File: config.mk
export PLATFORM = sky130hd
export DESIGN_NAME = seven_segment_display_frame_builder
export DESIGN_NICKNAME = d
export VERILOG_FILES = /design/src/hdl/ssdfb_pkg.sv /design/src/hdl/ssdfb_front.sv /design/src/hdl/ssdfb_queue.sv /design/src/hdl/ssdfb_back.sv /design/src/hdl/seven_segment_display_frame_builder.sv
export SDC_FILE = /design/constraint.sdc
export NUM_CORES = 1
export LEC_CHECK = 0
export BUFFER_PORTS_ARGS = -buffer_cell sky130_fd_sc_hd__buf_2
export CORE_MARGIN = 2
export CORE_UTILIZATION = 35
export DETAILED_ROUTE_END_ITERATION = 12
export PLACE_DENSITY = 0.56
export SKIP_CTS_REPAIR_TIMING = 1
export SYNTH_ARGS = -nofsm -noshare
export SYNTH_HDL_FRONTEND = slang
export SYNTH_HIERARCHICAL = 1
export SYNTH_SLANG_ARGS = --single-unit
File: constraint.sdc
create_clock -name aclk -period 20.1 [get_ports aclk]
set_input_delay 3.015 -clock aclk [delete_from_list [all_inputs] [get_ports aclk]]
set_output_delay 3.015 -clock aclk [all_outputs]
set_load 0.005 [all_outputs]
File: src/hdl/ssdfb_pkg.sv
// ----------------------------------------------------------------------------
// Seven-segment frame builder package
// Command codes, wire byte constants, queue entry type and the segment decoder
// shared by the front end, the queue and the byte sequencer.
// ----------------------------------------------------------------------------
package ssdfb_pkg;

    // Input kinds as they arrive on the request channel.
    localparam logic [2:0] KIND_CHECKED = 3'd0;
    localparam logic [2:0] KIND_MODULO  = 3'd1;
    localparam logic [2:0] KIND_DECIMAL = 3'd2;
    localparam logic [2:0] KIND_RAW     = 3'd3;
    localparam logic [2:0] KIND_INIT    = 3'd4;
    localparam logic [2:0] KIND_ON      = 3'd5;
    localparam logic [2:0] KIND_OFF     = 3'd6;

    // Bytes sent to the display driver.
    localparam logic [7:0] ADDR_FIXED_BASE = 8'hC0;
    localparam logic [7:0] DATA_CMD_FIXED  = 8'h44;
    localparam logic [7:0] DISP_ON_CMD     = 8'h8F;
    localparam logic [7:0] DISP_OFF_CMD    = 8'h80;
    localparam logic [7:0] SEG_DOT         = 8'h80;

    // Reciprocal of ten for a 16-bit dividend: q = (v * RECIP_TEN) >> RECIP_SHIFT.
    localparam logic [15:0] RECIP_TEN   = 16'hCCCD;
    localparam int          RECIP_SHIFT = 19;

    localparam int QUEUE_DEPTH = 2;

    typedef enum logic [2:0] {
        CMD_DIGITS,
        CMD_RAW,
        CMD_INIT,
        CMD_ON,
        CMD_OFF
    } cmd_t;

    typedef struct packed {
        cmd_t        cmd;
        logic        dot;
        logic [15:0] value;
        logic [3:0]  grid;
        logic [7:0]  segs;
    } qentry_t;

    typedef struct packed {
        logic not_full;
        logic not_empty;
    } qstat_t;

    // Common-cathode segment pattern for one decimal digit.
    function automatic logic [7:0] seg_decode(input logic [3:0] digit);
        logic [7:0] pattern;
        unique case (digit)
            4'd0:    pattern = 8'h3F;
            4'd1:    pattern = 8'h06;
            4'd2:    pattern = 8'h5B;
            4'd3:    pattern = 8'h4F;
            4'd4:    pattern = 8'h66;
            4'd5:    pattern = 8'h6D;
            4'd6:    pattern = 8'h7D;
            4'd7:    pattern = 8'h07;
            4'd8:    pattern = 8'h7F;
            4'd9:    pattern = 8'h6F;
            default: pattern = 8'h00;
        endcase
        return pattern;
    endfunction

endpackage

File: src/hdl/ssdfb_front.sv
// ----------------------------------------------------------------------------
// Command front end
// Accepts requests, drops those that produce no bytes and turns the rest into
// queue entries for the byte sequencer.
// ----------------------------------------------------------------------------
module ssdfb_front #(
    parameter int NUM_DIGITS = 4
) (
    input  logic               s_tvalid,
    output logic               s_tready,
    input  logic [2:0]         kind,
    input  logic [15:0]        value,
    input  logic [7:0]         grid,
    input  logic [7:0]         segs,
    input  ssdfb_pkg::qstat_t  qstat,
    output logic               q_wr_en,
    output ssdfb_pkg::qentry_t q_wr_data
);
    import ssdfb_pkg::*;

    localparam int unsigned LIMIT = 10 ** NUM_DIGITS;

    logic keep;

    always_comb begin
        keep            = 1'b1;
        q_wr_data.cmd   = CMD_DIGITS;
        q_wr_data.dot   = 1'b0;
        q_wr_data.value = value;
        q_wr_data.grid  = grid[3:0];
        q_wr_data.segs  = segs;
        unique case (kind)
            KIND_CHECKED: keep = (32'(value) < LIMIT);
            KIND_MODULO:  keep = 1'b1;
            KIND_DECIMAL: q_wr_data.dot = 1'b1;
            KIND_RAW: begin
                q_wr_data.cmd = CMD_RAW;
                keep          = (grid[7:4] == 4'd0);
            end
            KIND_INIT:    q_wr_data.cmd = CMD_INIT;
            KIND_ON:      q_wr_data.cmd = CMD_ON;
            KIND_OFF:     q_wr_data.cmd = CMD_OFF;
            default:      keep = 1'b0;
        endcase
    end

    // Dropped requests are still taken, they just never reach the queue.
    assign s_tready = qstat.not_full;
    assign q_wr_en  = s_tvalid && qstat.not_full && keep;

endmodule

File: src/hdl/ssdfb_queue.sv
// ----------------------------------------------------------------------------
// Command queue
// Two-entry register queue between the front end and the byte sequencer.
// ----------------------------------------------------------------------------
module ssdfb_queue (
    input  logic               aclk,
    input  logic               aresetn,
    input  logic               wr_en,
    input  ssdfb_pkg::qentry_t wr_data,
    input  logic               rd_en,
    output ssdfb_pkg::qentry_t rd_data,
    output ssdfb_pkg::qstat_t  stat
);
    import ssdfb_pkg::*;

    localparam int PTR_W = $clog2(QUEUE_DEPTH);
    localparam int CNT_W = $clog2(QUEUE_DEPTH + 1);

    qentry_t            mem_reg [QUEUE_DEPTH];
    logic [PTR_W-1:0]   wptr_reg, wptr_next;
    logic [PTR_W-1:0]   rptr_reg, rptr_next;
    logic [CNT_W-1:0]   count_reg, count_next;

    always_comb begin
        wptr_next  = wptr_reg;
        rptr_next  = rptr_reg;
        count_next = count_reg;
        if (wr_en) begin
            wptr_next = wptr_reg + 1'b1;
        end
        if (rd_en) begin
            rptr_next = rptr_reg + 1'b1;
        end
        if (wr_en && !rd_en) begin
            count_next = count_reg + 1'b1;
        end else if (rd_en && !wr_en) begin
            count_next = count_reg - 1'b1;
        end
    end

    always_ff @(posedge aclk) begin
        if (!aresetn) begin
            wptr_reg  <= '0;
            rptr_reg  <= '0;
            count_reg <= '0;
        end else begin
            wptr_reg  <= wptr_next;
            rptr_reg  <= rptr_next;
            count_reg <= count_next;
        end
    end

    always_ff @(posedge aclk) begin
        if (wr_en) begin
            mem_reg[wptr_reg] <= wr_data;
        end
    end

    assign rd_data        = mem_reg[rptr_reg];
    assign stat.not_full  = (count_reg != CNT_W'(QUEUE_DEPTH));
    assign stat.not_empty = (count_reg != '0);

    a_count_bound: assert property (@(posedge aclk) disable iff (!aresetn)
        count_reg <= CNT_W'(QUEUE_DEPTH))
        else $error("queue count exceeds depth");

endmodule

File: src/hdl/ssdfb_back.sv
// ----------------------------------------------------------------------------
// Byte sequencer
// Takes queue entries and emits their wire bytes one per cycle, unless the output
// is stalled, into an output register, splitting numbers into decimal digits units first.
// ----------------------------------------------------------------------------
module ssdfb_back #(
    parameter int NUM_DIGITS = 4
) (
    input  logic               aclk,
    input  logic               aresetn,
    input  ssdfb_pkg::qstat_t  qstat,
    input  ssdfb_pkg::qentry_t head,
    output logic               q_rd_en,
    output logic               m_tvalid,
    input  logic               m_tready,
    output logic [7:0]         m_tdata,
    output logic [1:0]         m_tuser,
    output logic               m_tlast
);
    import ssdfb_pkg::*;

    localparam int         STEP_W   = $clog2(2 * NUM_DIGITS);
    localparam logic [3:0] TOP_GRID = 4'(NUM_DIGITS - 1);

    logic              active_reg, active_next;
    logic [STEP_W-1:0] step_reg, step_next;
    cmd_t              cmd_reg, cmd_next;
    logic              dot_reg, dot_next;
    logic [15:0]       value_reg, value_next;
    logic [3:0]        digit_reg, digit_next;
    logic [3:0]        grid_reg, grid_next;
    logic [7:0]        segs_reg, segs_next;

    logic              out_valid_reg, out_valid_next;
    logic [7:0]        out_byte_reg, out_byte_next;
    logic              out_start_reg, out_start_next;
    logic              out_end_reg, out_end_next;
    logic              out_last_reg, out_last_next;

    cmd_t              cur_cmd;
    logic              cur_dot;
    logic [15:0]       cur_value;
    logic [3:0]        cur_grid;
    logic [7:0]        cur_segs;
    logic [STEP_W-1:0] cur_step;
    logic [STEP_W-1:0] last_step;
    logic              is_last;
    logic              advance;
    logic              emit;

    logic [31:0]       prod;
    logic [12:0]       quot;
    logic [15:0]       ten_q;
    logic [15:0]       rem;

    logic [7:0]        gen_byte;
    logic              gen_start;
    logic              gen_end;

    // While idle the head of the queue drives the first byte directly.
    assign cur_cmd   = active_reg ? cmd_reg   : head.cmd;
    assign cur_dot   = active_reg ? dot_reg   : head.dot;
    assign cur_value = active_reg ? value_reg : head.value;
    assign cur_grid  = active_reg ? grid_reg  : head.grid;
    assign cur_segs  = active_reg ? segs_reg  : head.segs;
    assign cur_step  = active_reg ? step_reg  : '0;

    // One digit per address byte: quotient by reciprocal, remainder by shift-add.
    assign prod  = cur_value * RECIP_TEN;
    assign quot  = prod[31:RECIP_SHIFT];
    assign ten_q = 16'({quot, 3'b000}) + 16'({quot, 1'b0});
    assign rem   = cur_value - ten_q;

    assign advance = !out_valid_reg || m_tready;
    assign emit    = advance && (active_reg || qstat.not_empty);
    assign q_rd_en = emit && !active_reg;

    always_comb begin
        unique case (cur_cmd)
            CMD_DIGITS:      last_step = STEP_W'(2 * NUM_DIGITS - 1);
            CMD_RAW,
            CMD_INIT:        last_step = STEP_W'(1);
            CMD_ON,
            CMD_OFF:         last_step = '0;
            default:         last_step = '0;
        endcase
    end

    assign is_last = (cur_step == last_step);

    // Byte generator.
    always_comb begin
        gen_byte  = 8'h00;
        gen_start = 1'b1;
        gen_end   = 1'b1;
        unique case (cur_cmd)
            CMD_DIGITS: begin
                if (!cur_step[0]) begin
                    gen_byte = ADDR_FIXED_BASE | {4'b0000, TOP_GRID - 4'(cur_step >> 1)};
                    gen_end  = 1'b0;
                end else begin
                    gen_byte  = seg_decode(digit_reg);
                    gen_start = 1'b0;
                    // The hundreds digit holds the units of the real number.
                    if (cur_dot && (NUM_DIGITS >= 3) && (cur_step == STEP_W'(5))) begin
                        gen_byte = gen_byte | SEG_DOT;
                    end
                end
            end
            CMD_RAW: begin
                if (!cur_step[0]) begin
                    gen_byte = ADDR_FIXED_BASE | {4'b0000, cur_grid};
                    gen_end  = 1'b0;
                end else begin
                    gen_byte  = cur_segs;
                    gen_start = 1'b0;
                end
            end
            CMD_INIT: gen_byte = cur_step[0] ? DISP_ON_CMD : DATA_CMD_FIXED;
            CMD_ON:   gen_byte = DISP_ON_CMD;
            CMD_OFF:  gen_byte = DISP_OFF_CMD;
            default:  gen_byte = 8'h00;
        endcase
    end

    // Sequencer next state.
    always_comb begin
        active_next = active_reg;
        step_next   = step_reg;
        cmd_next    = cmd_reg;
        dot_next    = dot_reg;
        value_next  = value_reg;
        digit_next  = digit_reg;
        grid_next   = grid_reg;
        segs_next   = segs_reg;
        if (emit) begin
            active_next = !is_last;
            step_next   = cur_step + 1'b1;
            if (!active_reg) begin
                cmd_next  = head.cmd;
                dot_next  = head.dot;
                grid_next = head.grid;
                segs_next = head.segs;
            end
            if (!cur_step[0]) begin
                value_next = 16'(quot);
                digit_next = rem[3:0];
            end
        end
    end

    // Output register next state.
    always_comb begin
        out_valid_next = out_valid_reg;
        out_byte_next  = out_byte_reg;
        out_start_next = out_start_reg;
        out_end_next   = out_end_reg;
        out_last_next  = out_last_reg;
        if (advance) begin
            out_valid_next = emit;
            if (emit) begin
                out_byte_next  = gen_byte;
                out_start_next = gen_start;
                out_end_next   = gen_end;
                out_last_next  = is_last;
            end
        end
    end

    always_ff @(posedge aclk) begin
        if (!aresetn) begin
            active_reg    <= 1'b0;
            step_reg      <= '0;
            out_valid_reg <= 1'b0;
        end else begin
            active_reg    <= active_next;
            step_reg      <= step_next;
            out_valid_reg <= out_valid_next;
        end
    end

    always_ff @(posedge aclk) begin
        cmd_reg       <= cmd_next;
        dot_reg       <= dot_next;
        value_reg     <= value_next;
        digit_reg     <= digit_next;
        grid_reg      <= grid_next;
        segs_reg      <= segs_next;
        out_byte_reg  <= out_byte_next;
        out_start_reg <= out_start_next;
        out_end_reg   <= out_end_next;
        out_last_reg  <= out_last_next;
    end

    assign m_tvalid = out_valid_reg;
    assign m_tdata  = out_byte_reg;
    assign m_tuser  = {out_end_reg, out_start_reg};
    assign m_tlast  = out_last_reg;

    a_active_step: assert property (@(posedge aclk) disable iff (!aresetn)
        active_reg |-> (step_reg != '0))
        else $error("sequencer active on its first step");

    a_frame_flags: assert property (@(posedge aclk) disable iff (!aresetn)
        m_tvalid |-> (m_tuser[0] || m_tuser[1]))
        else $error("byte outside any frame");

    a_last_idle: assert property (@(posedge aclk) disable iff (!aresetn)
        (emit && is_last) |=> !active_reg)
        else $error("sequencer still active after final byte");

    a_pop_nonempty: assert property (@(posedge aclk) disable iff (!aresetn)
        q_rd_en |-> qstat.not_empty)
        else $error("pop from empty queue");

endmodule

File: src/hdl/seven_segment_display_frame_builder.sv
// ----------------------------------------------------------------------------
// Seven-segment display frame builder
// Turns display commands into the byte stream for a 16-grid serial LED driver.
// ----------------------------------------------------------------------------
// The first byte of a request passes through the queue and the output register before it
// appears on m_tvalid. A number request yields 2*NUM_DIGITS bytes, raw write and init two,
// display on and off one; the sequencer emits one byte per cycle while m_tready allows.
// Requests that produce no bytes are taken and leave no trace.
// Reset (aresetn low at a clock edge) empties the queue and the output register.
module seven_segment_display_frame_builder #(
    parameter int NUM_DIGITS = 4
) (
    input  logic        aclk,
    input  logic        aresetn,
    input  logic        s_tvalid,
    output logic        s_tready,
    input  logic [31:0] s_tdata,   // value[15:0], grid[23:16], segments[31:24]
    input  logic [2:0]  s_tuser,   // kind[2:0]
    output logic        m_tvalid,
    input  logic        m_tready,
    output logic [7:0]  m_tdata,   // wire_byte[7:0]
    output logic [1:0]  m_tuser,   // frame_start[0], frame_end[1]
    output logic        m_tlast
);
    import ssdfb_pkg::*;

    qstat_t  qstat;
    qentry_t q_wr_data;
    qentry_t q_head;
    logic    q_wr_en;
    logic    q_rd_en;

    ssdfb_front #(
        .NUM_DIGITS(NUM_DIGITS)
    ) u_front (
        .s_tvalid (s_tvalid),
        .s_tready (s_tready),
        .kind     (s_tuser),
        .value    (s_tdata[15:0]),
        .grid     (s_tdata[23:16]),
        .segs     (s_tdata[31:24]),
        .qstat    (qstat),
        .q_wr_en  (q_wr_en),
        .q_wr_data(q_wr_data)
    );

    ssdfb_queue u_queue (
        .aclk   (aclk),
        .aresetn(aresetn),
        .wr_en  (q_wr_en),
        .wr_data(q_wr_data),
        .rd_en  (q_rd_en),
        .rd_data(q_head),
        .stat   (qstat)
    );

    ssdfb_back #(
        .NUM_DIGITS(NUM_DIGITS)
    ) u_back (
        .aclk    (aclk),
        .aresetn (aresetn),
        .qstat   (qstat),
        .head    (q_head),
        .q_rd_en (q_rd_en),
        .m_tvalid(m_tvalid),
        .m_tready(m_tready),
        .m_tdata (m_tdata),
        .m_tuser (m_tuser),
        .m_tlast (m_tlast)
    );

endmodule

# ---- Word-level counts from Yosys, hierarchy flattened
# Memories as Yosys holds them, arrays and structs flattened. A register that Yosys moved wholly into a read port is not among the register bits.
# Index checks and enable logic that the tools add are counted.
dict set report classes {
  magnitude_cmp 1
  addsub 8
  muxes 24
  n_mul 1
  bitwise_logic 1
  n_eq_ne 13
  reduce_logical 24
}
# operator n
set ops {}
lappend ops {{$mux 8} 5}
lappend ops {{$pmux 8 s5} 1}
lappend ops {{$mul 16x16->32 const B} 1}
lappend ops {{$lt 16x14->1 const B} 1}
lappend ops {{$mux 16} 1}
lappend ops {{$eq 3x3->1 const B} 5}
lappend ops {{$eq 3x2->1 const B} 4}
lappend ops {{$pmux 3 s4} 1}
lappend ops {{$mux 1} 8}
lappend ops {{$mux 4} 2}
lappend ops {{$logic_and 1x1->1} 7}
lappend ops {{$eq 3x1->1 const B} 2}
lappend ops {{$logic_not 3->1} 2}
lappend ops {{$mux 3} 2}
lappend ops {{$pmux 3 s2} 1}
lappend ops {{$logic_not 1->1} 5}
lappend ops {{$reduce_or 5->1} 1}
lappend ops {{$add 4x4->4} 1}
lappend ops {{$logic_not 4->1} 1}
lappend ops {{$mux 2} 2}
lappend ops {{$reduce_and 2->1} 2}
lappend ops {{$reduce_bool 2->1} 2}
lappend ops {{$reduce_or 2->1} 2}
lappend ops {{$sub 4x4->4} 1}
lappend ops {{other kinds (10)} 12}
dict set report word_totals {
  romBits 112
  word_cells 90
  ramBits 64
  in_bits 39
  n_memories 2
  reg_bits 53
}
# name words width rd rd_clocked_by_memory_dff write_ports line_no
set mem_list {}
lappend mem_list {{(name not given)} 16 7 1 1 0 ssdfb_pkg.sv:54} ;# unique case (digit)
lappend mem_list {u_queue.mem_reg 2 32 1 1 1 ssdfb_queue.sv:19} ;# qentry_t mem_reg [QUEUE_DEPTH];

# ---- Logic depth before layout (Yosys ltp)
dict set report depth {
  word_depth 8
  depth_mapped 30
}

# ---- Hierarchy
# The synthesis kept the hierarchy.
# module cells_each instances area_each_um2
set by_module_without_submodules {}
lappend by_module_without_submodules {ssdfb_back 709 1 7325.8}
lappend by_module_without_submodules {ssdfb_queue 122 1 2528.7}
lappend by_module_without_submodules {ssdfb_front 44 1 321.6}

# ---- Worst setup path before layout
# Ideal clock, no wire load.
dict set report synth_timing {
  kind {register to register}
  start {reg u_back.active_reg}
  end {reg with a tool-made name}
  t_arrival_ns 7.601
  stages_incl_launch_ff 28
  setup_time_ns 0.123
  path_slack_ns 12.376
  synth_period_minus_slack_ns 7.724
  path_cell_list {dfxtp_1 -> buf_6 -> clkbuf_1 -> clkbuf_1 -> clkbuf_1 -> mux2_2 -> ha_1 -> inv_1 -> fa_1 -> inv_1 -> fa_1 -> fa_1 -> fa_1 -> inv_1 -> fa_1 -> inv_1 -> ha_1 -> and4_1 -> and2_1 -> a31oi_1 -> o221ai_1 -> o21ai_0 -> o31a_1 -> ha_1 -> xnor2_1 -> mux2i_1 -> mux2i_1 -> mux2_1}
}
# item line_no
set synth_rtl {}
lappend synth_rtl {{start, declared} ssdfb_back.sv:25} ;# logic active_reg, active_next;
lappend synth_rtl {{start signal, assigned} ssdfb_back.sv:176} ;# active_reg <= active_next;

==> results.toml <==
[status]
status = "completed"

[global_routing]
use_met2_pct = 23.45
grt.met1_usage_pct = 20.16
track_usage_pct = 14.54
met3_usage_pct = 2.647
antenna_found_initial = 0
grt_pass1_vias = 6344
top_usage_layer = "met2"
grt_first_pass_wirelength_mm = 33.96
grt.overflow.total = 0
grt_max_degree = 40

[setup_path]
startpoint_type = "flop"
slowest_delay_ns = 0.70
crit_path_top_delay_cell = "dfxtp_1"
critical_path_class = "flop to flop"
cp.required_ns = 20.46
worstPathCellList = "buf_4 -> mux2_1 -> mux2i_1 -> inv_1 -> ha_1 -> fa_1 -> fa_1 -> fa_1 -> fa_1 -> fa_1 -> ha_1 -> and4_1 -> and2_1 -> a31oi_1 -> o221ai_1 -> o21ai_0 -> o31a_1 -> ha_1 -> xnor2_1 -> mux2i_1 -> nor2b_1 -> mux2_1"
critPathMaxFanout = 22
end_kind = "flop"
arrival_ns = 9.15
crit_path_frequent_cell = "fa_1"

[layout]
largest_reg_flops = 64
area_growth_pct = 10.46
mostFrequentLayoutCells = "inv_1, ha_1, edfxtp_1"
layout_commonest_cell = "inv_1"
fin_cells = 1302
drive_above_1_share_pct = 12.96
final_nets = 1166
diodes = 0

[routing]
wirelength_mm = 20.86
dr.first_iter.drc_count = 234
routedWlPerCell_um = 16.02
ant_nets = 0
first_pass_iters = 4
drc = 0
vias_per_cell = 4.670
num_vias = 6080

[floorplanning]
core_area_um2 = 28700
die_h_um = 174.5
initial_core_util_pct = 35.45
die_x_um = 174.5
die_area_um2 = 30450
rows = 62
io_pins = 52

[timing]
final_hold_viol_count = 0
timing.final.max_slew_violations = 0
timing.fmax_mhz = 113.8
clock_skew_ns = 0.007522
tightest_slew_ns = 1.110
fin_crit_sh_pct = 43.71
setup_tns_ns = 0
rsz0062_at_grt = "no"
period_needed_ns = 8.787
slew_headroom_pct = 25.89
finalSetupViolCount = 0

[synth]
synth.yosys.warnings = 6
synth_area_leaders = "edfxtp_1, ha_1, fa_1"
syn_area_per_cell_um2 = 11.63
postSynthNetCount = 1136
async_reset_ff_share_pct = 0
synth_ff_type = "edfxtp_1"
syn_area_um2 = 10180
ys_seq_elements = 125
yosys.area.top_type_share_pct = 31.87
ys_types = 65
synth_edf_count = 108
ys_seq_area_share_pct = 35.21
synth_cells = 875
yosys.area.top_type = "edfxtp_1"

[place]
dp_hpwl_mm = 16.96
io_buffers = 51
dp_cells = 1270
place_congestion = 0.8663

[clock_network]
path_clk_slew_ns = 0.06
htree_levels = 4
cts_made_buffers = 17
worstSkewPairLatency_ns = 0.42
cts_buffer_depth = 2
cts_root_buffer = "clkbuf_16"
cts_tree = "done"
cts.sinks = 125

[hold_path]
hp-class = "flop to flop"
holdCritStartpoint = "u_queue/count_reg[1]"

[job]
maxCapViolations = 0
## final cells by class
class | instances | area, um^2
clock buffer | 17 | 425.4
clock inverter | 15 | 162.7
fill | 2835 | 17460
inverter | 183 | 686.9
multi-input combinational | 522 | 5608
sequential | 125 | 3585
tap | 384 | 480.5
timing repair buffer | 56 | 292.8
## per-layer routing
| metal | share of wire (%) | wire (um) | vias up |
|---|---|---|---|
| met5 | 0 | 0 | - |
| met4 | 1.8 | 368 | 0 |
| met3 | 3.4 | 712 | 22 |
| met2 | 47 | 9713 | 91 |
| met1 | 48 | 10060 | 2970 |
| li1 | - | - | 2997 |
## path summary, 6_finish.rpt
kind                               end  slack [ns]  cells after the start
hold reg to reg   u_queue/count_reg[1]        0.50                      2
setup / recovery                  flop       11.31                     22
hold / removal    u_queue/count_reg[1]        0.50                      2
setup reg to reg                  flop       11.31                     22
## synth_stat cells, drive strengths merged (2+ instances only)
cell type and number:
a21oi 25, o311ai 2, or2 2, nor2 25, and2 7, o221ai 2, nor2b 8, mux2 56
dfxtp 17, xor2 6, buf 38, nor4 3, clkbuf 7, edfxtp 108, a31oi 8, o21ai 15
nand4 4, a311oi 2, nand3 6, inv 183, o21a 11, nand2 28, mux2i 17, a21boi 5
o31a 3, o211ai 2, fa 80, xnor2 10, nand2b 6, or3 3, a21o 8, ha 142
nor3 14
## metrics by stage
stage / setup slack (ns) / util (%) / hold WS [ns] / instance area (um^2)
6_report: 11.31 / 39.16 / 0.5048 / 11240
5_1_grt: 10.80 / 39.16 / 0.5526 / 11240
4_1_cts: 11.24 / 39.16 / 0.5081 / 11240
3_5_place_dp: 11.28 / 37.11 / 0.4993 / 10650
3_3_place_gp: 11.36 / 37.11 / 0.4951 / 10650
2_1_floorplan: 12.38 / - / 0.4655 / 10180
## worst max-delay path, delay by kind of cell, from the launching register on
kind,cells,cell delay (ns)
flip-flops,1,0.70
multiplexers,4,1.55
XOR/XNOR,1,0.16
AND/OR/NAND/NOR,3,0.79
adder cells (fa/ha/maj),8,3.72
buffers and inverters,2,0.67
AO/OA/AOI/OAI,4,1.13
## cell families (layout without fill, tap and decap cells)
group | count (synthesis) | in the layout | synth area share [%]
buffers and inverters | 228 | 271 | 9.750
and+or+nand+nor | 112 | 112 | 5.472
xor gates and xnor gates | 17 | 17 | 1.672
muxes | 73 | 73 | 7.869
AOI/OAI and AO/OA | 98 | 98 | 6.824
DFF | 125 | 125 | 35.21
adders and majority gates | 222 | 222 | 33.20
Power is left out: the tool's default activity adds up to more than one toggle a clock period on the data nets, which glitch-free logic cannot reach.
